## src/rtl/cpu65_pkg.sv

```systemverilog
// Shared types, operation codes and helpers for the 6502 execute unit.
// Depends on nothing; every other file in rtl/ uses it by scoped names.
package cpu65_pkg;

    // Operation codes carried by the op field.
    localparam logic [4:0] OP_ADC        = 5'd0;
    localparam logic [4:0] OP_SBC        = 5'd1;
    localparam logic [4:0] OP_AND        = 5'd2;
    localparam logic [4:0] OP_ORA        = 5'd3;
    localparam logic [4:0] OP_EOR        = 5'd4;
    localparam logic [4:0] OP_BIT        = 5'd5;
    localparam logic [4:0] OP_CMP        = 5'd6;
    localparam logic [4:0] OP_ASL        = 5'd7;
    localparam logic [4:0] OP_LSR        = 5'd8;
    localparam logic [4:0] OP_ROL        = 5'd9;
    localparam logic [4:0] OP_ROR        = 5'd10;
    localparam logic [4:0] OP_INC        = 5'd11;
    localparam logic [4:0] OP_DEC        = 5'd12;
    localparam logic [4:0] OP_LOAD       = 5'd13;
    localparam logic [4:0] OP_STORE      = 5'd14;
    localparam logic [4:0] OP_TRANSFER   = 5'd15;
    localparam logic [4:0] OP_FLAGWRITE  = 5'd16;
    localparam logic [4:0] OP_PULLSTATUS = 5'd17;
    localparam logic [4:0] OP_PUSHSTATUS = 5'd18;
    localparam logic [4:0] OP_BRANCHTEST = 5'd19;

    // Register select codes.
    localparam logic [1:0] SEL_A   = 2'd0;
    localparam logic [1:0] SEL_X   = 2'd1;
    localparam logic [1:0] SEL_Y   = 2'd2;
    localparam logic [1:0] SEL_MEM = 2'd3;

    // Transfer kinds.
    localparam logic [2:0] XFER_TAX = 3'd0;
    localparam logic [2:0] XFER_TXA = 3'd1;
    localparam logic [2:0] XFER_TAY = 3'd2;
    localparam logic [2:0] XFER_TYA = 3'd3;
    localparam logic [2:0] XFER_TSX = 3'd4;
    localparam logic [2:0] XFER_TXS = 3'd5;

    // Flag indexes for flag writes.
    localparam logic [2:0] FLAG_C = 3'd0;
    localparam logic [2:0] FLAG_I = 3'd1;
    localparam logic [2:0] FLAG_V = 3'd2;
    localparam logic [2:0] FLAG_D = 3'd3;

    // Branch condition groups, aux[2:1]; aux[0] selects "flag set".
    localparam logic [1:0] BR_CARRY    = 2'd0;
    localparam logic [1:0] BR_ZERO     = 2'd1;
    localparam logic [1:0] BR_OVERFLOW = 2'd2;
    localparam logic [1:0] BR_NEGATIVE = 2'd3;

    localparam logic [7:0] STATUS_ONE_MASK = 8'h20;
    localparam logic [7:0] STATUS_B_MASK   = 8'h10;
    localparam logic [7:0] SP_RESET        = 8'hFD;

    typedef struct packed {
        logic [4:0] op;
        logic [1:0] reg_sel;
        logic [7:0] operand;
        logic [2:0] aux;
        logic       bit_value;
    } item_t;

    typedef struct packed {
        logic [7:0] a;
        logic [7:0] x;
        logic [7:0] y;
        logic [7:0] s;
        logic       n;
        logic       v;
        logic       d;
        logic       i;
        logic       z;
        logic       c;
    } arch_state_t;

    typedef struct packed {
        logic [7:0] result;
        logic [7:0] status;
        logic       branch_taken;
    } exec_out_t;

    localparam arch_state_t ARCH_RESET = '{
        a: 8'h00, x: 8'h00, y: 8'h00, s: SP_RESET,
        n: 1'b0, v: 1'b0, d: 1'b0, i: 1'b1, z: 1'b0, c: 1'b0
    };

    // Packs the flags as N V 1 B D I Z C with B clear.
    function automatic logic [7:0] pack_status(input arch_state_t st);
        return {st.n, st.v, 1'b1, 1'b0, st.d, st.i, st.z, st.c};
    endfunction

endpackage

```

## src/rtl/cpu6502_execute_unit.sv

```systemverilog
// Top level of the 6502 execute unit (binary ADC/SBC, D flag stored only).
// Depends on cpu65_pkg and the modules cpu65_input_stage, cpu65_arch_regs,
// cpu65_exec and cpu65_output_stage.
//
//  channel  | direction | handshake          | payload
//  ---------+-----------+--------------------+-------------------------------------------
//  s_       | in        | s_valid / s_ready  | s_op, s_reg_sel, s_operand, s_aux,
//           |           |                    | s_bit_value
//  m_       | out       | m_valid / m_ready  | m_result, m_status, m_branch_taken
//
// An accepted item waits in the input register and is loaded into the result register
// when it executes; A, X, Y, S and the flags update at that same edge, so the following
// item sees them. One item is accepted every cycle while m_ready stays high. Reset
// (aresetn low, sampled on aclk) empties both registers, clears A, X, Y and all flags
// but I, and sets S to 0xFD. A result held by low m_ready keeps the next item in the
// input register, and s_ready drops once that register is full too; nothing is dropped or repeated.
module cpu6502_execute_unit (
    input  logic       aclk,
    input  logic       aresetn,
    input  logic       s_valid,
    output logic       s_ready,
    input  logic [4:0] s_op,
    input  logic [1:0] s_reg_sel,
    input  logic [7:0] s_operand,
    input  logic [2:0] s_aux,
    input  logic       s_bit_value,
    output logic       m_valid,
    input  logic       m_ready,
    output logic [7:0] m_result,
    output logic [7:0] m_status,
    output logic       m_branch_taken
);

    cpu65_pkg::item_t       item_in;
    cpu65_pkg::item_t       item;
    cpu65_pkg::arch_state_t state;
    cpu65_pkg::arch_state_t state_next;
    cpu65_pkg::exec_out_t   exec_out;
    cpu65_pkg::exec_out_t   out_data;
    logic                   out_busy;
    logic                   advance;

    assign item_in = '{
        op:        s_op,
        reg_sel:   s_reg_sel,
        operand:   s_operand,
        aux:       s_aux,
        bit_value: s_bit_value
    };

    // The held item moves on whenever the result register is free or draining.
    cpu65_input_stage u_input (
        .aclk       (aclk),
        .aresetn    (aresetn),
        .s_valid    (s_valid),
        .s_ready    (s_ready),
        .item_in    (item_in),
        .advance_ok (~out_busy),
        .advance    (advance),
        .item_out   (item)
    );

    // Architectural registers commit exactly when an item is executed.
    cpu65_arch_regs u_regs (
        .aclk       (aclk),
        .aresetn    (aresetn),
        .update     (advance),
        .state_next (state_next),
        .state      (state)
    );

    cpu65_exec u_exec (
        .item       (item),
        .state      (state),
        .state_next (state_next),
        .out        (exec_out)
    );

    cpu65_output_stage u_output (
        .aclk     (aclk),
        .aresetn  (aresetn),
        .load     (advance),
        .data_in  (exec_out),
        .busy     (out_busy),
        .m_valid  (m_valid),
        .m_ready  (m_ready),
        .data_out (out_data)
    );

    assign m_result       = out_data.result;
    assign m_status       = out_data.status;
    assign m_branch_taken = out_data.branch_taken;

    // An executed item always shows up as a result in the next cycle.
    a_exec_to_result: assert property (@(posedge aclk) disable iff (!aresetn)
        advance |=> m_valid)
        else $error("executed item did not reach the result register");

    // Registers and flags change only when an item is executed.
    a_state_hold: assert property (@(posedge aclk) disable iff (!aresetn)
        !advance |=> $stable(state))
        else $error("architectural state changed without an executed item");

    // The B bit appears only on a status push, whose result is that status.
    a_push_status: assert property (@(posedge aclk) disable iff (!aresetn)
        m_valid && m_status[4] |-> m_result == m_status)
        else $error("B bit set without matching pushed status byte");

    // A taken branch test produces no write-back byte.
    a_branch_result: assert property (@(posedge aclk) disable iff (!aresetn)
        m_valid && m_branch_taken |-> m_result == 8'h00 && !m_status[4])
        else $error("taken branch carries a result byte");

endmodule

```

## src/rtl/cpu65_arch_regs.sv

```systemverilog
// Architectural register file of the execute unit: A, X, Y, S and flags.
// Depends on cpu65_pkg for the state type and reset values.
module cpu65_arch_regs (
    input  logic                  aclk,
    input  logic                  aresetn,
    input  logic                  update,
    input  cpu65_pkg::arch_state_t state_next,
    output cpu65_pkg::arch_state_t state
);

    cpu65_pkg::arch_state_t state_reg;

    always_ff @(posedge aclk) begin
        if (!aresetn) begin
            state_reg <= cpu65_pkg::ARCH_RESET;
        end else if (update) begin
            state_reg <= state_next;
        end
    end

    assign state = state_reg;

endmodule

```

## src/rtl/cpu65_exec.sv

```systemverilog
// Combinational execute logic: one operation against the current registers.
// Depends on cpu65_pkg for item, state and result types and operation codes.
module cpu65_exec (
    input  cpu65_pkg::item_t       item,
    input  cpu65_pkg::arch_state_t state,
    output cpu65_pkg::arch_state_t state_next,
    output cpu65_pkg::exec_out_t   out
);

    logic [7:0] sel_value;
    logic [7:0] add_in;
    logic [8:0] add_sum;
    logic [8:0] cmp_diff;
    logic       branch_flag;

    always_comb begin
        case (item.reg_sel)
            cpu65_pkg::SEL_A: sel_value = state.a;
            cpu65_pkg::SEL_X: sel_value = state.x;
            cpu65_pkg::SEL_Y: sel_value = state.y;
            default:          sel_value = item.operand;
        endcase
    end

    // SBC is ADC of the inverted operand; decimal mode does not exist here.
    assign add_in   = (item.op == cpu65_pkg::OP_SBC) ? ~item.operand : item.operand;
    assign add_sum  = {1'b0, state.a} + {1'b0, add_in} + {8'h00, state.c};
    assign cmp_diff = {1'b0, sel_value} - {1'b0, item.operand};

    always_comb begin
        case (item.aux[2:1])
            cpu65_pkg::BR_CARRY:    branch_flag = state.c;
            cpu65_pkg::BR_ZERO:     branch_flag = state.z;
            cpu65_pkg::BR_OVERFLOW: branch_flag = state.v;
            default:                branch_flag = state.n;
        endcase
    end

    always_comb begin
        logic [7:0] value;
        logic       pushed;

        state_next       = state;
        value            = 8'h00;
        pushed           = 1'b0;
        out.branch_taken = 1'b0;

        unique case (item.op) inside
            cpu65_pkg::OP_ADC, cpu65_pkg::OP_SBC: begin
                value        = add_sum[7:0];
                state_next.a = value;
                state_next.c = add_sum[8];
                state_next.v = ~(state.a[7] ^ add_in[7]) & (state.a[7] ^ add_sum[7]);
                state_next.z = (value == 8'h00);
                state_next.n = value[7];
            end
            cpu65_pkg::OP_AND, cpu65_pkg::OP_ORA, cpu65_pkg::OP_EOR: begin
                case (item.op)
                    cpu65_pkg::OP_AND: value = state.a & item.operand;
                    cpu65_pkg::OP_ORA: value = state.a | item.operand;
                    default:           value = state.a ^ item.operand;
                endcase
                state_next.a = value;
                state_next.z = (value == 8'h00);
                state_next.n = value[7];
            end
            cpu65_pkg::OP_BIT: begin
                state_next.z = ((state.a & item.operand) == 8'h00);
                state_next.v = item.operand[6];
                state_next.n = item.operand[7];
            end
            cpu65_pkg::OP_CMP: begin
                state_next.c = ~cmp_diff[8];
                state_next.z = (cmp_diff[7:0] == 8'h00);
                state_next.n = cmp_diff[7];
            end
            cpu65_pkg::OP_ASL, cpu65_pkg::OP_LSR, cpu65_pkg::OP_ROL,
            cpu65_pkg::OP_ROR, cpu65_pkg::OP_INC, cpu65_pkg::OP_DEC: begin
                case (item.op)
                    cpu65_pkg::OP_ASL: begin
                        value        = {sel_value[6:0], 1'b0};
                        state_next.c = sel_value[7];
                    end
                    cpu65_pkg::OP_LSR: begin
                        value        = {1'b0, sel_value[7:1]};
                        state_next.c = sel_value[0];
                    end
                    cpu65_pkg::OP_ROL: begin
                        value        = {sel_value[6:0], state.c};
                        state_next.c = sel_value[7];
                    end
                    cpu65_pkg::OP_ROR: begin
                        value        = {state.c, sel_value[7:1]};
                        state_next.c = sel_value[0];
                    end
                    cpu65_pkg::OP_INC: value = sel_value + 8'd1;
                    default:           value = sel_value - 8'd1;
                endcase
                state_next.z = (value == 8'h00);
                state_next.n = value[7];
                case (item.reg_sel)
                    cpu65_pkg::SEL_A: state_next.a = value;
                    cpu65_pkg::SEL_X: state_next.x = value;
                    cpu65_pkg::SEL_Y: state_next.y = value;
                    default: ;
                endcase
            end
            cpu65_pkg::OP_LOAD: begin
                value        = item.operand;
                state_next.z = (value == 8'h00);
                state_next.n = value[7];
                case (item.reg_sel)
                    cpu65_pkg::SEL_A: state_next.a = value;
                    cpu65_pkg::SEL_X: state_next.x = value;
                    cpu65_pkg::SEL_Y: state_next.y = value;
                    default: ;
                endcase
            end
            cpu65_pkg::OP_STORE: begin
                value = sel_value;
            end
            cpu65_pkg::OP_TRANSFER: begin
                case (item.aux)
                    cpu65_pkg::XFER_TAX: begin
                        value        = state.a;
                        state_next.x = value;
                    end
                    cpu65_pkg::XFER_TXA: begin
                        value        = state.x;
                        state_next.a = value;
                    end
                    cpu65_pkg::XFER_TAY: begin
                        value        = state.a;
                        state_next.y = value;
                    end
                    cpu65_pkg::XFER_TYA: begin
                        value        = state.y;
                        state_next.a = value;
                    end
                    cpu65_pkg::XFER_TSX: begin
                        value        = state.s;
                        state_next.x = value;
                    end
                    cpu65_pkg::XFER_TXS: begin
                        value        = state.x;
                        state_next.s = value;
                    end
                    default: ;
                endcase
                // Every transfer but TXS sets N and Z; unused kinds do nothing.
                if (item.aux <= cpu65_pkg::XFER_TSX) begin
                    state_next.z = (value == 8'h00);
                    state_next.n = value[7];
                end
            end
            cpu65_pkg::OP_FLAGWRITE: begin
                case (item.aux)
                    cpu65_pkg::FLAG_C: state_next.c = item.bit_value;
                    cpu65_pkg::FLAG_I: state_next.i = item.bit_value;
                    cpu65_pkg::FLAG_V: state_next.v = item.bit_value;
                    cpu65_pkg::FLAG_D: state_next.d = item.bit_value;
                    default: ;
                endcase
            end
            cpu65_pkg::OP_PULLSTATUS: begin
                state_next.s = state.s + 8'd1;
                state_next.n = item.operand[7];
                state_next.v = item.operand[6];
                state_next.d = item.operand[3];
                state_next.i = item.operand[2];
                state_next.z = item.operand[1];
                state_next.c = item.operand[0];
            end
            cpu65_pkg::OP_PUSHSTATUS: begin
                value        = cpu65_pkg::pack_status(state) | cpu65_pkg::STATUS_B_MASK;
                state_next.s = state.s - 8'd1;
                pushed       = 1'b1;
            end
            cpu65_pkg::OP_BRANCHTEST: begin
                out.branch_taken = item.aux[0] ? branch_flag : ~branch_flag;
            end
            default: ;
        endcase

        out.result = value;
        out.status = cpu65_pkg::pack_status(state_next) |
                     (pushed ? cpu65_pkg::STATUS_B_MASK : 8'h00);
    end

endmodule

```

## src/rtl/cpu65_output_stage.sv

```systemverilog
// Result register of the execute unit with its valid/ready handshake.
// Depends on cpu65_pkg for the result type.
module cpu65_output_stage (
    input  logic                 aclk,
    input  logic                 aresetn,
    input  logic                 load,
    input  cpu65_pkg::exec_out_t data_in,
    output logic                 busy,
    output logic                 m_valid,
    input  logic                 m_ready,
    output cpu65_pkg::exec_out_t data_out
);

    logic                 valid_reg;
    cpu65_pkg::exec_out_t data_reg;

    always_ff @(posedge aclk) begin
        if (!aresetn) begin
            valid_reg <= 1'b0;
        end else if (load) begin
            valid_reg <= 1'b1;
        end else if (m_ready) begin
            valid_reg <= 1'b0;
        end
    end

    always_ff @(posedge aclk) begin
        if (load) begin
            data_reg <= data_in;
        end
    end

    // The register can take a new result when empty or drained this cycle.
    assign busy     = valid_reg & ~m_ready;
    assign m_valid  = valid_reg;
    assign data_out = data_reg;

endmodule

```

## src/rtl/cpu65_execute_unit_top_placeholder.sv

```systemverilog
// Input register of the execute unit: holds one accepted item for execution.
// Depends on cpu65_pkg for the item type.
module cpu65_input_stage (
    input  logic             aclk,
    input  logic             aresetn,
    input  logic             s_valid,
    output logic             s_ready,
    input  cpu65_pkg::item_t item_in,
    input  logic             advance_ok,
    output logic             advance,
    output cpu65_pkg::item_t item_out
);

    logic             valid_reg;
    cpu65_pkg::item_t item_reg;

    assign advance = valid_reg & advance_ok;
    assign s_ready = ~valid_reg | advance_ok;

    always_ff @(posedge aclk) begin
        if (!aresetn) begin
            valid_reg <= 1'b0;
        end else if (s_ready) begin
            valid_reg <= s_valid;
        end
    end

    always_ff @(posedge aclk) begin
        if (s_valid && s_ready) begin
            item_reg <= item_in;
        end
    end

    assign item_out = item_reg;

endmodule

```

## config.mk

```make
export PLATFORM = sky130hd
export DESIGN_NAME = cpu6502_execute_unit
export DESIGN_NICKNAME = d
export VERILOG_FILES = /design/src/rtl/cpu65_pkg.sv /design/src/rtl/cpu6502_execute_unit.sv /design/src/rtl/cpu65_arch_regs.sv /design/src/rtl/cpu65_exec.sv /design/src/rtl/cpu65_output_stage.sv /design/src/rtl/cpu65_execute_unit_top_placeholder.sv
export SDC_FILE = /design/constraint.sdc
export NUM_CORES = 1
export LEC_CHECK = 0
export BUFFER_PORTS_ARGS = -buffer_cell sky130_fd_sc_hd__buf_2
export CAP_MARGIN = 20
export CORE_MARGIN = 2
export CORE_UTILIZATION = 45
export DETAILED_ROUTE_END_ITERATION = 6
export GPL_TIMING_DRIVEN = 0
export PLACE_DENSITY = 0.59
export SLEW_MARGIN = 20
export SYNTH_ARGS = -nofsm -noshare
export SYNTH_HDL_FRONTEND = slang
export SYNTH_HIERARCHICAL = 1
export SYNTH_SLANG_ARGS = --single-unit
```

## constraint.sdc

```tcl
create_clock -name aclk -period 12.05 [get_ports aclk]
set_clock_uncertainty 0.2 [all_clocks]
set_input_delay 2.41 -clock aclk [delete_from_list [all_inputs] [get_ports aclk]]
set_output_delay 2.41 -clock aclk [all_outputs]
set_load 0.05 [all_outputs]
```

==> flow_metrics.env, run 1 <==
export IMPL_outcome="finished clean"
export IMPL_drt_iter0_markers=889
export IMPL_min_from="u_input/valid_reg"
export IMPL_fin_crit_sh=0.4674
export IMPL_leakagePower_nw=2.973
export IMPL_r2r_start="u_input/item_out[14]"
export IMPL_grt_pass1_wl_um=40750
export IMPL_numPlacedInstances=1085
export IMPL_crit_path_cell_trace="buf_2 > nor2b_4 > inv_1 > nand2b_4 > buf_2"
export IMPL_synth_seq_cells=76
export IMPL_arrival_ns=3.02
export IMPL_fin_crit_ns=5.632
export IMPL_io_buffers=41
export IMPL_ios=42
export IMPL_syn_area_per_cell_sq_um=8.490
export IMPL_routabilityCongestion=0.9667
export IMPL_drc_errors=0
export IMPL_num_vias=7171
export IMPL_crit_family="buffers and inverters"
export IMPL_first_global_vias=6695
export IMPL_cts_buffer_depth=2
export IMPL_critPathLaunchType="input port"
export IMPL_cts_setup_buffers=0
export IMPL_drt_wl_total_um=26790
export IMPL_cp_slowest_stage_delay_ns=0.21
export IMPL_seq_area_frac_synth=0.2661
export IMPL_r2r_end="u_regs/state[1]"
export IMPL_htreeDepth=3
export IMPL_rsz0062_at_grt="false"
export IMPL_tightestPinTransition_ns=1.091
export IMPL_cts_resized=0
export IMPL_ff2ff_path_depth=18
export IMPL_synth_most_common_cell="a21oi_1"
export IMPL_final_setup_viol_count=0
export IMPL_gr_usage_all_layers=0.3278
export IMPL_viasPerCell=6.507
export IMPL_cp_end_kind="output pin"
export IMPL_postSynthCellCount=833
export IMPL_antenna_found_initial=2
export IMPL_maxCapViolations=0
export IMPL_crit_buf_inv=3
export IMPL_crit_top_cell="buf_2"
export IMPL_wl_per_cell_um=24.31
export IMPL_tritoncts="built"
export IMPL_slew_viol_final=0
export IMPL_cts_sinks=76
export IMPL_crit_slowest_cell="buf_2"
export IMPL_crit_end="s_ready"
export IMPL_hold_class="flip-flop to flip-flop"
export IMPL_worstPathMaxFanout=3
export IMPL_startpoint="m_ready"
export IMPL_firstDrtPassIters=6
export IMPL_core_sq_mm=0.01526
export IMPL_drive_above_1_share=0.1270
export IMPL_ant_nets=0
export IMPL_die_width_um=129.4
export IMPL_synth_top_area_frac=0.1529
export IMPL_utilization=0.5149
export IMPL_crit_type="input port to output pin"
export IMPL_finalNetCount=956
export IMPL_clk_pin_slew_ns=0.06
export IMPL_hold_viol=0
export IMPL_cts_buffers=9
export IMPL_largest_register_ffs=38
export IMPL_synth_edf_count=36
export IMPL_worst_endpoint_required_ns=9.44
export IMPL_synth_common_cells="a21oi_1 (77), nand2_1 (72), nor2b_1 (58)"
export IMPL_synth_top_cell_by_area="edfxtp_1"
export IMPL_root_buffer="clkbuf_16"
export IMPL_rrSetupSlack_ns=7.18
export IMPL_areaGrowthSynthToFinish_pct=11.09
export IMPL_core_rowCount=45
export IMPL_final_fill_count=1452
export IMPL_ir_drop_v=0.00006289
export IMPL_grt_start_max_net_pins=21
export IMPL_fin_cells=1102
export IMPL_totalPowerFinal_mw=0.7739
export IMPL_cp_depth=5
export IMPL_ys_warn_count=6
export IMPL_synth_area_sq_mm=0.007072
export IMPL_synth_ff_type="dfxtp_1"
export IMPL_relSlewSlack=0.2702
export IMPL_start_util=0.4635
export IMPL_setup_tns_ns=0
export IMPL_die_h_um=129.4
export IMPL_grt_overflow_total=0
export IMPL_dp_hpwl_um=20380
export IMPL_dieArea_sq_mm=0.01673
export IMPL_syn_nets=904
export IMPL_synth_distinct_cells=81
export IMPL_clock_fmax_mhz=177.6
export IMPL_clock_latency_ns=0.35
export IMPL_cts_hold_buffers=0
export IMPL_synth_area_leaders="edfxtp_1 (15%), dfxtp_1 (11%), ha_1 (7.6%), mux2i_1 (6.8%), a21oi_1 (5.4%)"
export IMPL_power_density_mw_per_mm2=98.50
export IMPL_async_flop_share=0
cell type report:
type                       instances  area [sq um]  area share
sequential                        76          1882      0.2395
clock inverter                     4         27.53    0.003504
antenna                            1         2.502   0.0003185
inverter                          29         108.9     0.01386
buffer                            55         299.0     0.03806
clock buffer                      12         279.0     0.03552
tap                              211         264.0     0.03360
multi-input combinational        673          4788      0.6095
timing repair buffer              41         205.2     0.02612
worst min path at each step:
stage	endpoint	slack [ns]	depth (start not counted)
floorplan	u_regs/state[2]	0.28	2
global placement	u_input/valid_reg	0.28	2
detailed placement	u_input/valid_reg	0.29	2
CTS	u_input/valid_reg	0.30	2
global route	u_input/valid_reg	0.32	2
finish	u_input/valid_reg	0.30	2
layout by cell type (no fill, tap or decap), drive strengths merged, types with 6 or more instances in the layout:
cell type	instances
a221o	6
clkbuf	35
inv	30
nor3	15
mux4	8
nand2	72
a31oi	7
mux2i	48
xnor2	18
edfxtp	36
a211oi	11
nand2b	17
and2	6
a222oi	6
buf	73
ha	43
dfxtp	40
xor2	14
nor2b	59
o21a	7
nor4	7
o21ai	46
a21boi	6
o211ai	14
a21o	11
nand3	16
a22oi	20
nor2	56
a21oi	79
per-layer routing:
metal,track usage,part of all wire,routed length (um)
met5,0,0.00060,16
met2,0.5015,0.43,11490
met1,0.4631,0.43,11450
met4,0.1292,0.038,1018
met3,0.05326,0.11,2825
worst register-to-register path: stages, from the launching register on:
cell and delay, ns:
edfxtp_1 0.37, buf_2 0.23, nor2b_1 0.45, nand2_1 0.44
xnor2_1 0.31, fa_1 0.20, inv_1 0.06, fa_1 0.43
a211oi_1 0.22, nor2_1 0.10, a21o_1 0.18, a21oi_1 0.21
xor2_1 0.13, and4b_1 0.26, o32a_1 0.37, a41o_1 0.26
buf_4 0.14, mux2i_1 0.13, nor2b_1 0.06
per-stage QoR:
stage                     hold slack [ns]  setup WS (ns)  instance area, sq um
after floorplan                    0.2794          6.684                  7072
after global placement             0.2839          6.423                  7541
after detailed placement           0.2928          6.411                  7547
after CTS                          0.3022          6.410                  7854
after global routing               0.3165          6.359                  7854
final                              0.2955          6.418                  7856
cell families (layout without fill, tap and decap cells):
| kind of cell | count (synthesis) | in the layout | share of synthesized area |
|---|---|---|---|
| compound gates | 258 | 258 | 0.2450 |
| xor+xnor | 32 | 32 | 0.03963 |
| fa+ha+maj | 48 | 48 | 0.09023 |
| buf+inv | 84 | 141 | 0.05768 |
| flops | 76 | 76 | 0.2661 |
| mux | 58 | 58 | 0.09660 |
| other cells | 1 | 2 | 0.0005303 |
| simple gates | 276 | 276 | 0.2042 |
power breakdown:
part | leakage, nW | switching [mW] | internal, mW
combinational | 2.15 | 0.126 | 0.0712
clock | 0.153 | 0.116 | 0.165
sequential | 0.668 | 0.0131 | 0.282
No activity file was read; power rests on OpenSTA's default activity.
==> run 2, diff against run 1 <==
--- a/config.mk
+++ b/config.mk
@@ -11,7 +11,7 @@
 export CORE_UTILIZATION = 45
 export DETAILED_ROUTE_END_ITERATION = 6
 export GPL_TIMING_DRIVEN = 0
-export PLACE_DENSITY = 0.59
+export PLACE_DENSITY = 0.61
 export SLEW_MARGIN = 20
 export SYNTH_ARGS = -nofsm -noshare
 export SYNTH_HDL_FRONTEND = slang
==> constraint.sdc (replaced) <==
create_clock -name aclk -period 4.8 [get_ports aclk]
set_clock_uncertainty 0.2 [all_clocks]
set_input_delay 0.96 -clock aclk [delete_from_list [all_inputs] [get_ports aclk]]
set_output_delay 0.96 -clock aclk [all_outputs]
set_load 0.05 [all_outputs]
==> flow_metrics.env, run 2 (synthesized netlist as in run 1, its figures left out) <==
export IMPL_dp_hpwl_um=20400
export IMPL_worstPathMaxFanout=10
export IMPL_drt_wl_total_um=26690
export IMPL_rsz0062_at_grt="false"
export IMPL_crit_family="compound AO/OA/AOI/OAI gates"
export IMPL_routabilityCongestion=0.9834
export IMPL_relSlewSlack=0.3110
export IMPL_r2r_end="u_regs/state[35]"
export IMPL_hold_class="flip-flop to flip-flop"
export IMPL_io_buffers=41
export IMPL_htreeDepth=3
export IMPL_grt_overflow_total=0
export IMPL_fin_crit_ns=4.521
export IMPL_start_util=0.4635
export IMPL_cts_buffers=9
export IMPL_setup_tns_ns=0
export IMPL_hold_path_cell_count=2
export IMPL_clock_fmax_mhz=221.2
export IMPL_grt_pass1_wl_um=40280
export IMPL_ir_drop_v=0.0001573
export IMPL_clk_pin_slew_ns=0.06
export IMPL_numPlacedInstances=1085
export IMPL_cts_buffer_depth=2
export IMPL_first_global_vias=6512
export IMPL_min_from="u_input/valid_reg"
export IMPL_final_common_cell="a21oi_1"
export IMPL_hold_viol=0
export IMPL_slew_viol_final=0
export IMPL_cp_end_kind="flip-flop"
export IMPL_dieArea_sq_mm=0.01673
export IMPL_die_h_um=129.4
export IMPL_tritoncts="built"
export IMPL_power_density_mw_per_mm2=247.4
export IMPL_crit_path_cell_trace="buf_2 > buf_2 > mux4_2 > ha_1 > nand3_1 > o22a_1 > a311o_1 > xnor2_1 > a222oi_1 > o21ai_1 > a211oi_1 > o211ai_1 > mux2i_1 > nor2b_1"
export IMPL_final_cell_mix="a21oi_1 (77), nand2_1 (71), nor2b_1 (57)"
export IMPL_outcome="finished clean"
export IMPL_grt_start_max_net_pins=21
export IMPL_viasPerCell=6.363
export IMPL_core_rowCount=45
export IMPL_critPathLaunchType="flip-flop"
export IMPL_worst_endpoint_required_ns=4.84
export IMPL_crit_buf_inv=2
export IMPL_crit_type="flip-flop to flip-flop"
export IMPL_gr_usage_all_layers=0.3269
export IMPL_fin_crit_sh=0.9420
export IMPL_ios=42
export IMPL_rrSetupSlack_ns=0.28
export IMPL_crit_slowest_cell="mux4_2"
export IMPL_final_setup_viol_count=0
export IMPL_drive_above_1_share=0.1345
export IMPL_areaGrowthSynthToFinish_pct=11.66
export IMPL_drt_iter0_markers=959
export IMPL_cp_slowest_stage_delay_ns=0.67
export IMPL_tightestPinTransition_ns=1.034
export IMPL_cts_sinks=76
export IMPL_firstDrtPassIters=6
export IMPL_maxCapViolations=0
export IMPL_clock_latency_ns=0.35
export IMPL_drc_errors=0
export IMPL_utilization=0.5175
export IMPL_leakagePower_nw=2.994
export IMPL_min_to="u_input/valid_reg"
export IMPL_wl_per_cell_um=24.19
export IMPL_timing_hold_ws_ns=0.3084
export IMPL_fin_cells=1103
export IMPL_antenna_cells=0
export IMPL_r2r_start="u_input/item_out[12]"
export IMPL_core_sq_mm=0.01526
export IMPL_totalPowerFinal_mw=1.954
export IMPL_num_vias=7018
export IMPL_root_buffer="clkbuf_16"
export IMPL_ff2ff_path_depth=14
export IMPL_ant_nets=0
export IMPL_largest_register_ffs=38
export IMPL_crit_top_cell="buf_2"
export IMPL_arrival_ns=4.56
export IMPL_finalNetCount=958
export IMPL_cts_hold_buffers=0
export IMPL_die_width_um=129.4
export IMPL_antenna_found_initial=0
[run 2: changes by cell type in the layout (fill, tap and decap cells not counted), sizes merged]
| cell | previous run | this run |
|---|---|---|
| buf | 73 | 75 |
| clkbuf | 35 | 36 |
| clkinv | 3 | 2 |
| diode | 1 | 0 |
[run 2: report_power, final]
group          leakage [nW]  internal [mW]  switching, mW
clock network         0.157          0.430          0.287
logic                  2.17          0.181          0.315
registers             0.668          0.708         0.0326
[run 2: area by class of cell]
cell class / instances / area [sq um]
sequential: 76 / 1882
fill: 1465 / 7362
clock inverter: 3 / 23.77
tap: 211 / 264.0
timing repair buffer: 43 / 220.2
clock buffer: 13 / 292.8
inverter: 29 / 108.9
buffer: 55 / 300.3
multi-input combinational: 673 / 4805
[run 2: per-stage QoR]
step | setup WS (ns) | instance area, sq um
finish | 0.2786 | 7896
global route | 0.02440 | 7896
CTS | 0.06772 | 7864
detailed placement | 0.09938 | 7547
global placement | 0.1416 | 7541
floorplan | 0.7734 | 7072
[run 2: timing repair]
| item | CTS | global route |
|---|---|---|
| hold endpoints to repair | 0 | 0 |
| setup endpoints to repair | 0 | 15 |
| buffers inserted | 0 | 2 |
| resized for setup | 0 | 6 |
[run 2: tightest hold or removal path: stages, from the launching register on]
cell and delay, ns:
dfxtp_1 0.33, nand2b_4 0.08, a21boi_2 0.05
[run 2: layer usage]
layer,share of wire,GRT usage,vias to the layer above
li1,-,-,3182
met1,0.45,0.4875,3381
met2,0.43,0.4836,408
met3,0.093,0.04748,47
met4,0.026,0.1093,0
met5,0,0,-
[run 2: how the worst max path moves through the flow]
| stage | start | end | cells after the start |
|---|---|---|---|
| after floorplan | u_input/item_out[17] | u_regs/state[1] | 18 |
| after global placement | u_input/item_out[17] | u_regs/state[1] | 18 |
| after detailed placement | u_input/item_out[17] | u_regs/state[1] | 18 |
| after CTS | u_input/item_out[17] | u_regs/state[1] | 18 |
| after global routing | u_input/item_out[12] | u_regs/state[37] | 14 |
| final | u_input/item_out[12] | u_regs/state[35] | 14 |
